<file path="src/hw/rtl/lsvf_pkg.sv">
package lsvf_pkg;

  localparam int unsigned FRAC_BITS = 24;
  localparam int unsigned DATA_W    = 32;
  localparam int unsigned CFG_IDX_W = 3;
  localparam int unsigned CFG_DAT_W = 25;

  // one in q format less one lsb, and the band pass trim of 0.9
  localparam logic [DATA_W-1:0] ONE_Q  = DATA_W'((64'd1 << FRAC_BITS) - 64'd1);
  localparam logic [DATA_W-1:0] TRIM_Q = DATA_W'((64'hE66665 << FRAC_BITS) >> 24);

  localparam logic [CFG_IDX_W-1:0] CFG_CUTOFF  = 3'd0;
  localparam logic [CFG_IDX_W-1:0] CFG_DAMPING = 3'd1;
  localparam logic [CFG_IDX_W-1:0] CFG_GAIN    = 3'd2;
  localparam logic [CFG_IDX_W-1:0] CFG_MODE    = 3'd3;
  localparam logic [CFG_IDX_W-1:0] CFG_STEREO  = 3'd4;

  localparam logic [1:0] MODE_LOWPASS  = 2'd0;
  localparam logic [1:0] MODE_HIGHPASS = 2'd1;
  localparam logic [1:0] MODE_BANDPASS = 2'd2;
  localparam logic [1:0] MODE_BYPASS   = 2'd3;

  typedef enum logic [2:0] {
    A_X, A_DAMP, A_CUT, A_FB, A_ACC
  } a_sel_e;

  typedef enum logic [2:0] {
    B_CUT, B_IG, B_GAIN, B_BAND, B_LOW, B_TRIM
  } b_sel_e;

  typedef enum logic [2:0] {
    ACC_HOLD, ACC_LOAD, ACC_ADD, ACC_SUB, ACC_DIFF
  } acc_op_e;

  typedef enum logic [1:0] {
    RES_NONE, RES_LOW, RES_HIGH, RES_PROD
  } res_sel_e;

  typedef struct packed {
    a_sel_e   a_sel;
    b_sel_e   b_sel;
    acc_op_e  acc_op;
    logic     wr_fb;
    logic     wr_gain;
    logic     wr_band;
    logic     wr_low;
    res_sel_e res_sel;
    logic     ch;
    logic     capture;
    logic     out_load;
  } lsvf_cmd_t;

endpackage

</file>
<file path="src/hw/rtl/lsvf_datapath.sv">
module lsvf_datapath import lsvf_pkg::*; (
  input  logic                  clk_i,
  input  logic                  rst_ni,
  input  lsvf_cmd_t             cmd_i,
  input  logic [23:0]           cutoff_i,
  input  logic [23:0]           damping_i,
  input  logic [24:0]           gain_i,
  input  logic [2*DATA_W-1:0]   in_data_i,
  output logic [2*DATA_W-1:0]   out_data_o
);

  logic signed [DATA_W-1:0]   op_a, op_b;
  logic signed [2*DATA_W-1:0] prod_q;
  logic [DATA_W-1:0] q;
  logic [DATA_W-1:0] acc_d, acc_q;
  logic [DATA_W-1:0] fb_q, gain_q;
  logic [DATA_W-1:0] x_l_q, x_r_q, x_cur;
  logic [DATA_W-1:0] band_l_q, band_r_q, low_l_q, low_r_q;
  logic [DATA_W-1:0] band_cur, low_cur;
  logic [DATA_W-1:0] res_l_q, res_r_q, res_val;
  logic [2*DATA_W-1:0] out_q;

  // scaled product, wrapped to the word width
  assign q = prod_q[FRAC_BITS +: DATA_W];

  assign x_cur    = cmd_i.ch ? x_r_q    : x_l_q;
  assign band_cur = cmd_i.ch ? band_r_q : band_l_q;
  assign low_cur  = cmd_i.ch ? low_r_q  : low_l_q;

  always_comb begin
    unique case (cmd_i.a_sel)
      A_X:     op_a = x_cur;
      A_DAMP:  op_a = {8'd0, damping_i};
      A_CUT:   op_a = {8'd0, cutoff_i};
      A_FB:    op_a = fb_q;
      A_ACC:   op_a = acc_q;
      default: op_a = x_cur;
    endcase
  end

  always_comb begin
    unique case (cmd_i.b_sel)
      B_CUT:   op_b = {8'd0, cutoff_i};
      B_IG:    op_b = {7'd0, gain_i};
      B_GAIN:  op_b = gain_q;
      B_BAND:  op_b = band_cur;
      B_LOW:   op_b = low_cur;
      B_TRIM:  op_b = TRIM_Q;
      default: op_b = gain_q;
    endcase
  end

  always_comb begin
    unique case (cmd_i.acc_op)
      ACC_HOLD: acc_d = acc_q;
      ACC_LOAD: acc_d = q;
      ACC_ADD:  acc_d = acc_q + q;
      ACC_SUB:  acc_d = acc_q - q;
      ACC_DIFF: acc_d = band_cur - low_cur;
      default:  acc_d = acc_q;
    endcase
  end

  always_comb begin
    unique case (cmd_i.res_sel)
      RES_LOW:  res_val = low_cur;
      RES_HIGH: res_val = x_cur - low_cur;
      RES_PROD: res_val = q;
      default:  res_val = low_cur;
    endcase
  end

  always_ff @(posedge clk_i) begin
    prod_q <= op_a * op_b;
    acc_q  <= acc_d;
    if (cmd_i.wr_fb) begin
      fb_q <= ONE_Q - q;
    end
    if (cmd_i.wr_gain) begin
      gain_q <= q;
    end
    if (cmd_i.capture) begin
      x_l_q   <= in_data_i[DATA_W-1:0];
      x_r_q   <= in_data_i[2*DATA_W-1:DATA_W];
      res_l_q <= in_data_i[DATA_W-1:0];
      res_r_q <= in_data_i[2*DATA_W-1:DATA_W];
    end else if (cmd_i.res_sel != RES_NONE) begin
      if (cmd_i.ch) begin
        res_r_q <= res_val;
      end else begin
        res_l_q <= res_val;
      end
    end
    if (cmd_i.out_load) begin
      out_q <= {res_r_q, res_l_q};
    end
  end

  // integrator state
  always_ff @(posedge clk_i or negedge rst_ni) begin
    if (!rst_ni) begin
      band_l_q <= '0;
      band_r_q <= '0;
      low_l_q  <= '0;
      low_r_q  <= '0;
    end else begin
      if (cmd_i.wr_band) begin
        if (cmd_i.ch) begin
          band_r_q <= acc_d;
        end else begin
          band_l_q <= acc_d;
        end
      end
      if (cmd_i.wr_low) begin
        if (cmd_i.ch) begin
          low_r_q <= acc_d;
        end else begin
          low_l_q <= acc_d;
        end
      end
    end
  end

  assign out_data_o = out_q;

endmodule

</file>
<file path="src/hw/rtl/lsvf_ctrl.sv">
module lsvf_ctrl import lsvf_pkg::*; (
  input  logic      clk_i,
  input  logic      rst_ni,
  input  logic      in_valid_i,
  output logic      in_ready_o,
  output logic      out_valid_o,
  input  logic      out_ready_i,
  input  logic [1:0] mode_i,
  input  logic      stereo_i,
  output lsvf_cmd_t cmd_o
);

  localparam logic [3:0] ST_IDLE  = 4'd0;
  localparam logic [3:0] ST_FB    = 4'd1;
  localparam logic [3:0] ST_GAIN  = 4'd2;
  localparam logic [3:0] ST_STORE = 4'd3;
  localparam logic [3:0] ST_C1    = 4'd4;
  localparam logic [3:0] ST_C2    = 4'd5;
  localparam logic [3:0] ST_C3    = 4'd6;
  localparam logic [3:0] ST_C4    = 4'd7;
  localparam logic [3:0] ST_C5    = 4'd8;
  localparam logic [3:0] ST_C6    = 4'd9;
  localparam logic [3:0] ST_C7    = 4'd10;
  localparam logic [3:0] ST_C8    = 4'd11;
  localparam logic [3:0] ST_C9    = 4'd12;
  localparam logic [3:0] ST_FIN   = 4'd13;

  logic [3:0] state_d, state_q;
  logic       ch_d, ch_q;
  logic       out_valid_d, out_valid_q;
  logic       in_accept, out_free;

  assign in_ready_o  = (state_q == ST_IDLE);
  assign in_accept   = in_valid_i && in_ready_o;
  assign out_free    = !out_valid_q || out_ready_i;
  assign out_valid_o = out_valid_q;

  always_comb begin
    state_d     = state_q;
    ch_d        = ch_q;
    out_valid_d = out_valid_q && !out_ready_i;
    cmd_o       = '0;
    cmd_o.ch    = ch_q;
    unique case (state_q)
      ST_IDLE: begin
        ch_d = 1'b0;
        if (in_accept) begin
          cmd_o.capture = 1'b1;
          state_d = (mode_i == MODE_BYPASS) ? ST_FIN : ST_FB;
        end
      end
      ST_FB: begin
        cmd_o.a_sel = A_DAMP;
        cmd_o.b_sel = B_CUT;
        state_d = ST_GAIN;
      end
      ST_GAIN: begin
        cmd_o.a_sel = A_CUT;
        cmd_o.b_sel = B_IG;
        cmd_o.wr_fb = 1'b1;
        state_d = ST_STORE;
      end
      ST_STORE: begin
        cmd_o.wr_gain = 1'b1;
        state_d = ST_C1;
      end
      ST_C1: begin
        cmd_o.a_sel = A_X;
        cmd_o.b_sel = B_GAIN;
        state_d = ST_C2;
      end
      ST_C2: begin
        cmd_o.a_sel  = A_FB;
        cmd_o.b_sel  = B_BAND;
        cmd_o.acc_op = ACC_LOAD;
        state_d = ST_C3;
      end
      ST_C3: begin
        cmd_o.a_sel  = A_CUT;
        cmd_o.b_sel  = B_LOW;
        cmd_o.acc_op = ACC_ADD;
        state_d = ST_C4;
      end
      ST_C4: begin
        // low product is taken here, before the band update lands
        cmd_o.a_sel   = A_FB;
        cmd_o.b_sel   = B_LOW;
        cmd_o.acc_op  = ACC_SUB;
        cmd_o.wr_band = 1'b1;
        state_d = ST_C5;
      end
      ST_C5: begin
        cmd_o.a_sel  = A_CUT;
        cmd_o.b_sel  = B_BAND;
        cmd_o.acc_op = ACC_LOAD;
        state_d = ST_C6;
      end
      ST_C6: begin
        cmd_o.acc_op = ACC_ADD;
        cmd_o.wr_low = 1'b1;
        state_d = ST_C7;
      end
      ST_C7: begin
        cmd_o.acc_op  = ACC_DIFF;
        cmd_o.res_sel = (mode_i == MODE_HIGHPASS) ? RES_HIGH : RES_LOW;
        if (mode_i == MODE_BANDPASS) begin
          state_d = ST_C8;
        end else if (!ch_q && stereo_i) begin
          ch_d    = 1'b1;
          state_d = ST_C1;
        end else begin
          state_d = ST_FIN;
        end
      end
      ST_C8: begin
        cmd_o.a_sel = A_ACC;
        cmd_o.b_sel = B_TRIM;
        state_d = ST_C9;
      end
      ST_C9: begin
        cmd_o.res_sel = RES_PROD;
        if (!ch_q && stereo_i) begin
          ch_d    = 1'b1;
          state_d = ST_C1;
        end else begin
          state_d = ST_FIN;
        end
      end
      ST_FIN: begin
        if (out_free) begin
          cmd_o.out_load = 1'b1;
          out_valid_d    = 1'b1;
          state_d        = ST_IDLE;
        end
      end
      default: begin
        state_d = ST_IDLE;
      end
    endcase
  end

  always_ff @(posedge clk_i or negedge rst_ni) begin
    if (!rst_ni) begin
      state_q     <= ST_IDLE;
      ch_q        <= 1'b0;
      out_valid_q <= 1'b0;
    end else begin
      state_q     <= state_d;
      ch_q        <= ch_d;
      out_valid_q <= out_valid_d;
    end
  end

`ifndef SYNTHESIS
  a_load_slot_free: assert property (@(posedge clk_i) disable iff (!rst_ni)
    cmd_o.out_load |-> (!out_valid_q || out_ready_i))
    else $error("result loaded over an unread word");

  a_bypass_skips: assert property (@(posedge clk_i) disable iff (!rst_ni)
    (in_accept && mode_i == MODE_BYPASS) |=> (state_q == ST_FIN))
    else $error("bypass word went through the filter sequence");

  a_right_only_stereo: assert property (@(posedge clk_i) disable iff (!rst_ni)
    (ch_q && state_q != ST_IDLE) |-> stereo_i)
    else $error("right channel filtered in mono");

  a_valid_from_fin: assert property (@(posedge clk_i) disable iff (!rst_ni)
    $rose(out_valid_q) |-> $past(state_q == ST_FIN))
    else $error("result valid raised outside the finish step");
`endif

endmodule

</file>
<file path="src/hw/rtl/leaky_state_variable_filter_q24_top.sv">
// Leaky state-variable filter on Q24 audio, one stereo frame per input word. A single
// shared 32x32 multiplier sequenced by a small controller sets the timing: an input word
// is taken only while the block is idle, and m_axis_tvalid rises after the controller has
// run the filter steps on each filtered channel (both in stereo), plus the trim steps in
// band pass; bypass goes straight to the finish step. One finished word waits in an output
// register, so the next input is taken while the previous result is still unread. Config
// writes are always accepted and must only be made while no word is in flight.
module leaky_state_variable_filter_q24_top import lsvf_pkg::*; (
  input  logic                     clk_i,
  input  logic                     rst_ni,
  input  logic                     s_axis_tvalid,
  output logic                     s_axis_tready,
  input  logic [2*DATA_W-1:0]      s_axis_tdata,  // right_sample (upper), left_sample (lower)
  output logic                     m_axis_tvalid,
  input  logic                     m_axis_tready,
  output logic [2*DATA_W-1:0]      m_axis_tdata,  // right_result (upper), left_result (lower)
  input  logic                     cfg_valid_i,
  output logic                     cfg_ready_o,
  input  logic [CFG_IDX_W-1:0]     cfg_index_i,
  input  logic [CFG_DAT_W-1:0]     cfg_data_i
);

  logic [23:0] cutoff_q, damping_q;
  logic [24:0] gain_q;
  logic [1:0]  mode_q;
  logic        stereo_q;
  lsvf_cmd_t   cmd;

  assign cfg_ready_o = 1'b1;

  always_ff @(posedge clk_i or negedge rst_ni) begin
    if (!rst_ni) begin
      cutoff_q  <= '0;
      damping_q <= '0;
      gain_q    <= 25'd16777215;
      mode_q    <= MODE_LOWPASS;
      stereo_q  <= 1'b0;
    end else if (cfg_valid_i && cfg_ready_o) begin
      unique case (cfg_index_i)
        CFG_CUTOFF:  cutoff_q  <= cfg_data_i[23:0];
        CFG_DAMPING: damping_q <= cfg_data_i[23:0];
        CFG_GAIN:    gain_q    <= cfg_data_i;
        CFG_MODE:    mode_q    <= cfg_data_i[1:0];
        CFG_STEREO:  stereo_q  <= cfg_data_i[0];
        default: begin
        end
      endcase
    end
  end

  lsvf_ctrl u_ctrl (
    .clk_i       (clk_i),
    .rst_ni      (rst_ni),
    .in_valid_i  (s_axis_tvalid),
    .in_ready_o  (s_axis_tready),
    .out_valid_o (m_axis_tvalid),
    .out_ready_i (m_axis_tready),
    .mode_i      (mode_q),
    .stereo_i    (stereo_q),
    .cmd_o       (cmd)
  );

  lsvf_datapath u_datapath (
    .clk_i      (clk_i),
    .rst_ni     (rst_ni),
    .cmd_i      (cmd),
    .cutoff_i   (cutoff_q),
    .damping_i  (damping_q),
    .gain_i     (gain_q),
    .in_data_i  (s_axis_tdata),
    .out_data_o (m_axis_tdata)
  );

endmodule
</file>
<file path="config.mk">
export PLATFORM = sky130hd
export DESIGN_NAME = leaky_state_variable_filter_q24_top
export DESIGN_NICKNAME = d
export VERILOG_FILES = /design/src/hw/rtl/lsvf_pkg.sv /design/src/hw/rtl/lsvf_datapath.sv /design/src/hw/rtl/lsvf_ctrl.sv /design/src/hw/rtl/leaky_state_variable_filter_q24_top.sv
export SDC_FILE = /design/constraint.sdc
export NUM_CORES = 2
export LEC_CHECK = 0
export BUFFER_PORTS_ARGS = -buffer_cell sky130_fd_sc_hd__buf_4
export CORE_MARGIN = 2
export CORE_UTILIZATION = 50
export DETAILED_ROUTE_END_ITERATION = 7
export PLACE_DENSITY_LB_ADDON = 0.12
export SETUP_SLACK_MARGIN = 0.05
export SLEW_MARGIN = 20
export SYNTH_ARGS = -nofsm -noshare
export SYNTH_HDL_FRONTEND = slang
export SYNTH_SLANG_ARGS = --single-unit
export TNS_END_PERCENT = 5
</file>
<file path="constraint.sdc">
create_clock -name clk_i -period 13.6 [get_ports clk_i]
set_clock_uncertainty 0.2 [all_clocks]
set_input_delay 1.36 -clock clk_i [delete_from_list [all_inputs] [get_ports clk_i]]
set_output_delay 1.36 -clock clk_i [all_outputs]
set_load 0.05 [all_outputs]
</file>
==> impl_metrics.json <==
{
  "synth_fa_ha_area_share_pct": 38.9,
  "ff2ff_path_depth": 30,
  "synth-async-reset-ratio_pct": 39.6,
  "wirelength_um": 238000,
  "ios": 164,
  "crit_required_ns": 13.91,
  "synthXorXnorAreaFrac_pct": 2.60,
  "htreeDepth": 2,
  "start_util_pct": 50.3,
  "cts-root-buf": "clkbuf_16",
  "rows": 126,
  "dpl.hpwl_um": 188000,
  "coreArea_um2": 118000,
  "hold_viol_final": 0,
  "die_area_um2": 121000,
  "cp_common_cell": "fa_1",
  "tns_ns": 0,
  "layout_commonest_cell": "inv_1",
  "cp_slowest_cell": "dfrtp_1",
  "synth_top_family_by_area": "adder cells",
  "ys_seq_area_share_pct": 24.0,
  "synthFlopType": "edfxtp_1",
  "drc_errors": 26,
  "synth_cells": 6081,
  "grt_pass1_vias": 47100,
  "tightest_slew_ns": 1.22,
  "worst_slack_ns": 1.35,
  "cts_resized": 0,
  "drive_gt1_share_pct": 12.4,
  "grt_overflow": 0,
  "clkTransAtPathRegs_ns": 0.07,
  "violations": "DRC",
  "muxShareOfSynthArea_pct": 4.61,
  "fp.dieH_um": 348,
  "largest_reg_flops": 64,
  "cts_sinks": 530,
  "postCtsSetupRepairBufs": 0,
  "avgSynthCellArea_um2": 9.75,
  "start_kind": "register",
  "first_pass_iters": 8,
  "grt_usage_pct": 39.9,
  "slew_viol_final": 0,
  "synth-seq-cells": 530,
  "antenna_found_initial": 13,
  "layout_common_cells": "1011 x inv_1, 985 x fa_1, 745 x nor2_1",
  "syn_area_um2": 59300,
  "gp_congestion": 1.12,
  "grt_pass1_wl_um": 343000,
  "outcome": "finished with violations",
  "synth_edf_count": 256,
  "portBuffers": 162,
  "vias": 47300,
  "wl_per_cell_um": 30.6,
  "ant_nets": 0,
  "die_x_um": 348,
  "fmax_mhz": 81.6,
  "critical_path_class": "register to register",
  "area_growth_pct": 9.70,
  "fin_crit_ns": 12.25,
  "setup_violations": 0,
  "yosys_warnings": 0,
  "max-slew-margin-rel_pct": 16.3,
  "preCtsSetupSlack_ns": 1.78,
  "cts-buffers-inserted": 54,
  "finalNetCount": 7534,
  "grt_start_max_net_pins": 99,
  "cap_violations": 0,
  "synth_compound_area_share_pct": 9.66,
  "cts_tree": "done",
  "synthSimpleGateAreaFrac_pct": 11.8,
  "synth_nets": 7429,
  "synth.distinct_cells": 95,
  "fin_crit_sh_pct": 90.1,
  "crit_path_end_kind": "register",
  "worstSkewPairLatency_ns": 0.66,
  "max_stage_delay_ns": 0.97,
  "arrival_ns": 12.56,
  "min_delay_path_depth": 0,
  "vias_per_cell": 6.09,
  "first_iter_violations": 6660,
  "cts_max_path_buffers": 3,
  "hold_path.class": "register to register",
  "crit_fanout": 27,
  "rsz0062_at_grt": "no",
  "ctsHoldBuffers": 0
}
[synthesized netlist by cell type, types with 12 or more instances]
cell type  instances  area (µm²)
mux2_2           191        2150
xor2_1            49         429
ha_1             266        3330
and2_1            14        87.6
nand4_1           24         150
nand2_1          720        2700
o21a_1            83         623
nand3_1           57         285
nand2b_1          28         175
mux2i_1           57         571
inv_1           1012        3800
fa_1             985       19700
a31oi_1           12        75.1
buf_1             15        56.3
o21bai_1          13        97.6
o31ai_1           13        97.6
a21oi_1          158         791
buf_2             17        85.1
o22a_1            17         149
o21ai_0          192         961
o21ai_1           35         175
dfstp_2           24         631
o221ai_1          12         105
a222oi_1          24         240
a21o_1            89         668
a221o_1           15         150
xnor2_1          125        1090
edfxtp_1         256        7690
nor3_1            27         135
nor2b_1           16         100
clkbuf_1         270        1010
or2_2             17         106
dfxtp_1           64        1280
nor2_1           750        2820
or3_1             14        87.6
dfrtp_1          186        4650
a22oi_1           15         113
a211oi_1          18         135
o211ai_1          27         203
a221oi_1          41         359
[area by class of cell]
type | instances | area [µm²]
Fill cell | 10600 | 52700
Multi-Input combinational cell | 4230 | 40500
Sequential cell | 530 | 14300
Inverter | 1015 | 3810
Timing Repair Buffer | 355 | 2690
Tap cell | 1536 | 1920
Clock buffer | 68 | 1440
Clock inverter | 32 | 390
Antenna cell | 5 | 12.5
[critical path: cells and delay by family, from the launching register on]
kind,cells,cell delay [ns]
AO/OA/AOI/OAI,10,3.68
adder cells (fa/ha/maj),9,4.49
AND/OR/NAND/NOR,6,2.08
flip-flops,1,0.97
buffers and inverters,4,0.54
XOR/XNOR,1,0.09
[final timing paths]
check / to / slack, ns / start
worst min register to register: u_datapath.out_data_o[46] / 0.22 / u_datapath.res_r_q[14]
worst max-delay path: u_datapath.prod_q[55] / 1.35 / u_ctrl.state_q[3]
worst min-delay path: u_datapath.out_data_o[46] / 0.22 / u_datapath.res_r_q[14]
max in group asynchronous: u_datapath.low_l_q[5] / 11.25 / rst_ni
worst max register to register: u_datapath.prod_q[55] / 1.35 / u_ctrl.state_q[3]
min in group asynchronous: u_datapath.low_r_q[23] / 0.53 / rst_ni
[routing by layer]
| layer | vias up | GRT usage, % | share of wire [%] |
|---|---|---|---|
| met5 | - | 0 | 0.048 |
| met4 | 12 | 14.8 | 4.8 |
| met3 | 578 | 17.2 | 16 |
| met2 | 3320 | 52.1 | 38 |
| met1 | 23900 | 58.0 | 41 |
| li1 | 19600 | - | - |
[through the flow]
step,util (%),area [µm²],hold slack (ns),std cells
6_report,55.2,65000,0.218,7771
5_1_grt,55.2,65000,0.222,7766
4_1_cts,55.2,65000,0.218,7765
3_5_place_dp,53.6,63200,0.205,7665
3_3_place_gp,53.6,63100,0.201,7665
2_1_floorplan,-,59300,0.200,6081
[cell families after synthesis]
| group | Yosys count |
|---|---|
| compound gates | 847 |
| mux | 249 |
| xor+xnor | 175 |
| simple gates | 1707 |
| flops | 530 |
| buf+inv | 1321 |
| other cells | 1 |
| fa+ha+maj | 1251 |
Power is left out: the tool's default activity adds up to more than one toggle a clock period on the data nets, which glitch-free logic cannot reach.
